File: config.mk
export PLATFORM = sky130hd
export DESIGN_NAME = brb_ptr_alu
export DESIGN_NICKNAME = d
export VERILOG_FILES = /design/src/rtl/brb_pkg.sv /design/src/rtl/brb_ptr_alu.sv
export SDC_FILE = /design/constraint.sdc
export NUM_CORES = 1
export LEC_CHECK = 0
export ABC_AREA = 1
export BUFFER_PORTS_ARGS = -buffer_cell sky130_fd_sc_hd__buf_2
export CAP_MARGIN = 10
export CELL_PAD_IN_SITES_DETAIL_PLACEMENT = 1
export CELL_PAD_IN_SITES_GLOBAL_PLACEMENT = 2
export CORE_ASPECT_RATIO = 1.25
export CORE_MARGIN = 2
export CORE_UTILIZATION = 20
export DETAILED_ROUTE_END_ITERATION = 6
export GPL_ROUTABILITY_DRIVEN = 0
export GPL_TIMING_DRIVEN = 0
export PLACE_DENSITY = 0.78
export RECOVER_POWER = 25
export SYNTH_ARGS = -nofsm -noshare
export SYNTH_HDL_FRONTEND = slang
export SYNTH_SLANG_ARGS = --single-unit
File: constraint.sdc
create_clock -name vclk -period 2.4
set_clock_uncertainty 0.15 [all_clocks]
set_input_delay 0.24 -clock vclk [all_inputs]
set_output_delay 0.24 -clock vclk [all_outputs]
set_load 0.05 [all_outputs]
File: src/rtl/brb_pkg.sv
// Package for the byte ring buffer with burst drain.
// Holds buffer geometry, opcode, result kind, pointer unit and sequencer types.
// No dependencies.
package brb_pkg;

  localparam int PTR_W     = 12;
  localparam int BUF_DEPTH = 1 << PTR_W;
  localparam int FIELD_W   = 12;
  localparam int LIMIT_W   = 6;
  localparam int BURST_MAX = 32;
  localparam int FIELD_MAX = (1 << FIELD_W) - 1;

  typedef enum logic [2:0] {
    OP_PUT     = 3'd0,
    OP_GET     = 3'd1,
    OP_DRAIN   = 3'd2,
    OP_SET_PTR = 3'd3,
    OP_CLEAR   = 3'd4
  } opcode_t;

  typedef enum logic [1:0] {
    KIND_ACK   = 2'd0,
    KIND_BYTE  = 2'd1,
    KIND_PAUSE = 2'd2,
    KIND_DROP  = 2'd3
  } kind_t;

  typedef enum logic [1:0] {
    ALU_INC,
    ALU_SUB,
    ALU_SUBM1
  } alu_op_t;

  typedef enum logic [3:0] {
    S_IDLE,
    S_DECODE,
    S_PUT,
    S_DRLEN,
    S_RDREQ,
    S_RDWAIT,
    S_FILL,
    S_FREE,
    S_EMIT
  } state_t;

  function automatic logic [FIELD_W-1:0] sat_field(input logic [PTR_W-1:0] v);
    logic [PTR_W:0] wide;
    wide = {1'b0, v};
    if (wide > (PTR_W+1)'(FIELD_MAX)) begin
      return FIELD_W'(FIELD_MAX);
    end
    return FIELD_W'(v);
  endfunction

endpackage

File: src/rtl/brb_ptr_alu.sv
// Shared pointer arithmetic unit: ring increment, ring distance, distance minus one.
// Depends on brb_pkg.
module brb_ptr_alu import brb_pkg::*; (
  input  alu_op_t          op,
  input  logic [PTR_W-1:0] a,
  input  logic [PTR_W-1:0] b,
  output logic [PTR_W-1:0] res
);

  logic [PTR_W-1:0] b_op;
  logic             cin;

  always_comb begin
    b_op = ~b;
    cin  = 1'b1;
    case (op)
      ALU_INC: begin
        b_op = '0;
        cin  = 1'b1;
      end
      ALU_SUB: begin
        b_op = ~b;
        cin  = 1'b1;
      end
      ALU_SUBM1: begin
        b_op = ~b;
        cin  = 1'b0;
      end
      default: begin
        b_op = ~b;
        cin  = 1'b1;
      end
    endcase
  end

  assign res = a + b_op + PTR_W'(cin);

endmodule

==> results.py <==
metrics = {
    "pwr": {
        "peakVddDrop_mv": 0.163,
        "p_leak_nw": 0.795,
        "p_per_area_nw_per_um2": 404,
    },
    "critical_path": {
        "cp_slowest_cell": "fa_2",
        "cp_max_fo": 3,
        "cp_cell_sequence": "buf_8 > inv_12 > nand2_4 > inv_2 > or2_4 > fa_2 > fa_2 > inv_2 > nand3_2 > nand3_4 > nand2_4 > nand2_4 > xor2_4 > buf_6",
        "cp_num_cells": 14,
        "path_buf_inv": 5,
        "critPathKind": "in2out",
        "worstSetupStartpointType": "input port",
        "critPathTopFamily": "adder cells",
        "arrival_ns": 2.16,
        "crit_path_frequent_cell": "nand2_4",
        "crit_path_end_kind": "primary output",
        "max_stage_delay_ns": 0.41,
        "crit_required_ns": 2.01,
    },
    "synthesis": {
        "synth-simple-area-share_pct": 53.3,
        "synth_top_area_share_pct": 26.2,
        "ys_top_cells_by_area": "nand2_1 26%, ha_1 16%, inv_1 16%",
        "yosysTopAreaCell": "nand2_1",
        "synth_top_family_by_area": "simple AND/OR/NAND/NOR gates",
        "synth_xor_area_share_pct": 5.65,
        "synth.area.mux_share_pct": 0,
        "ys_types": 17,
        "synth-compound-area-share_pct": 2.58,
        "synth_adder_area_share_pct": 21.3,
        "syn_inst": 150,
        "syn_avg_cell_area_um2": 5.16,
        "synth_nets": 188,
        "yosys_warnings": 0,
        "yosysSeqAreaShare_pct": 0,
        "synth_area_um2": 774,
    },
    "drt": {
        "antenna_left": 0,
        "drc": 0,
        "vias_per_cell": 4.43,
        "drtIter0Drc": 11,
        "drt_first_pass_iters": 3,
        "routedWlPerCell_um": 11.2,
        "vias": 1049,
        "drt_wl_total_um": 2660,
    },
    "timing": {
        "rsz0062_at_grt": "true",
        "setup_viol": 5,
        "relSlewSlack_pct": 60.1,
        "finalCritPeriodShare_pct": 106,
        "final.setup.tns_ns": -0.566,
        "fmax_mhz": 392,
        "setup_ws_ns": -0.151,
        "min_period_ns": 2.55,
        "worst-slew-pin-transition_ns": 0.601,
        "drv_slew": 0,
        "final_hold_viol_count": 0,
    },
    "global_routing": {
        "antenna_found_initial": 0,
        "grt_start_max_net_pins": 11,
        "grt-ovfl-total": 0,
        "grt_pass1_wl_um": 4270,
        "grt_pass1_vias": 1023,
        "grt_use_total_pct": 12.0,
    },
    "layout": {
        "syn_to_final_growth_pct": 77.1,
        "final-seq-area_um2": 0,
        "post-route-util_pct": 36.5,
        "mostFrequentLayoutCell": "nand2_1",
        "multiInputGateArea_um2": 832,
        "fillers": 490,
        "final_cell_mix": "45 x nand2_1, 27 x inv_1, 25 x buf_2",
        "nNetsFinal": 237,
        "final_area_um2": 1370,
        "n_sequential_cell": 0,
        "antenna_cells": 0,
        "clock_buffers": 0,
        "drive_above_1_share_pct": 47.2,
    },
    "placed_design": {
        "place_ws_ns": -0.478,
        "placed_area_um2": 1090,
        "hpwl_um": 2230,
        "io_buffer_count": 38,
    },
    "die": {
        "design.die.area_um2": 4390,
        "die_h_um": 73.6,
        "fp-row-count": 25,
        "initial_core_util_pct": 20.6,
        "num_io_pins": 38,
        "core-area_um2": 3750,
        "die_w_um": 59.7,
    },
    "clocking": {
        "postCtsHoldBufs": 0,
    },
    "flow_run": {
        "maxCapViolCount": 0,
    },
    "outcome": {
        "violations": "negative setup slack",
        "status": "complete, but fails checks",
    },
    "min_path": {
        "hold_depth": 4,
        "hold_class": "in2out",
    },
}
## cell usage after synthesis
master    count
nand2_1      54
inv_1        32
nor2_1       17
ha_1         10
nand3_1       8
a21oi_1       4
nand2_2       4
nand4_1       4
xor2_1        4
nand3_2       3
fa_1          2
inv_2         2
nor2_2        2
buf_2         1
nand3b_1      1
or2_2         1
xnor2_1       1
## layout make-up
cell class / instances / share of cell area, %
Multi-Input combinational cell: 115 / 60.7
Timing Repair Buffer: 47 / 24.7
Inverter: 34 / 10.4
Tap cell: 40 / 3.65
Buffer: 1 / 0.547
## metrics by stage
step	hold slack, ns	std cells	total power [mW]
2_1_floorplan	0.759	150	0.341
3_3_place_gp	0.849	228	0.436
3_5_place_dp	0.885	228	0.446
4_1_cts	0.874	233	0.507
5_1_grt	0.842	237	0.599
6_report	0.820	237	0.554
## logic make-up after synthesis
family | after synthesis
simple gates | 94
xor+xnor | 5
compound gates | 4
fa+ha+maj | 12
buf+inv | 35
## per-layer routing
metal	global-route usage (%)	share of wire [%]	vias up
met5	0	0	-
met4	0	0	0
met3	0	1.7	0
met2	24.9	60	11
met1	14.2	39	495
li1	-	-	543
## final timing paths
path                  endpoint  slack (ns)   from
worst max-delay path    res[6]       -0.15  op[1]
worst min-delay path    res[6]        0.82   a[6]
## power by group
group / total (mW) / leakage [nW] / internal [mW] / switching [mW]
sequential: 0 / 0 / 0 / 0
combinational: 0.554 / 0.795 / 0.210 / 0.344
clock: 0 / 0 / 0 / 0
## what timing repair did
| action | in CTS | in global routing |
|---|---|---|
| pin swaps | 7 | 5 |
| resized for setup | 28 | 30 |
| setup buffers | 5 | 4 |
| setup endpoints to repair | 10 | 9 |
(Power assumes the default switching activity.)
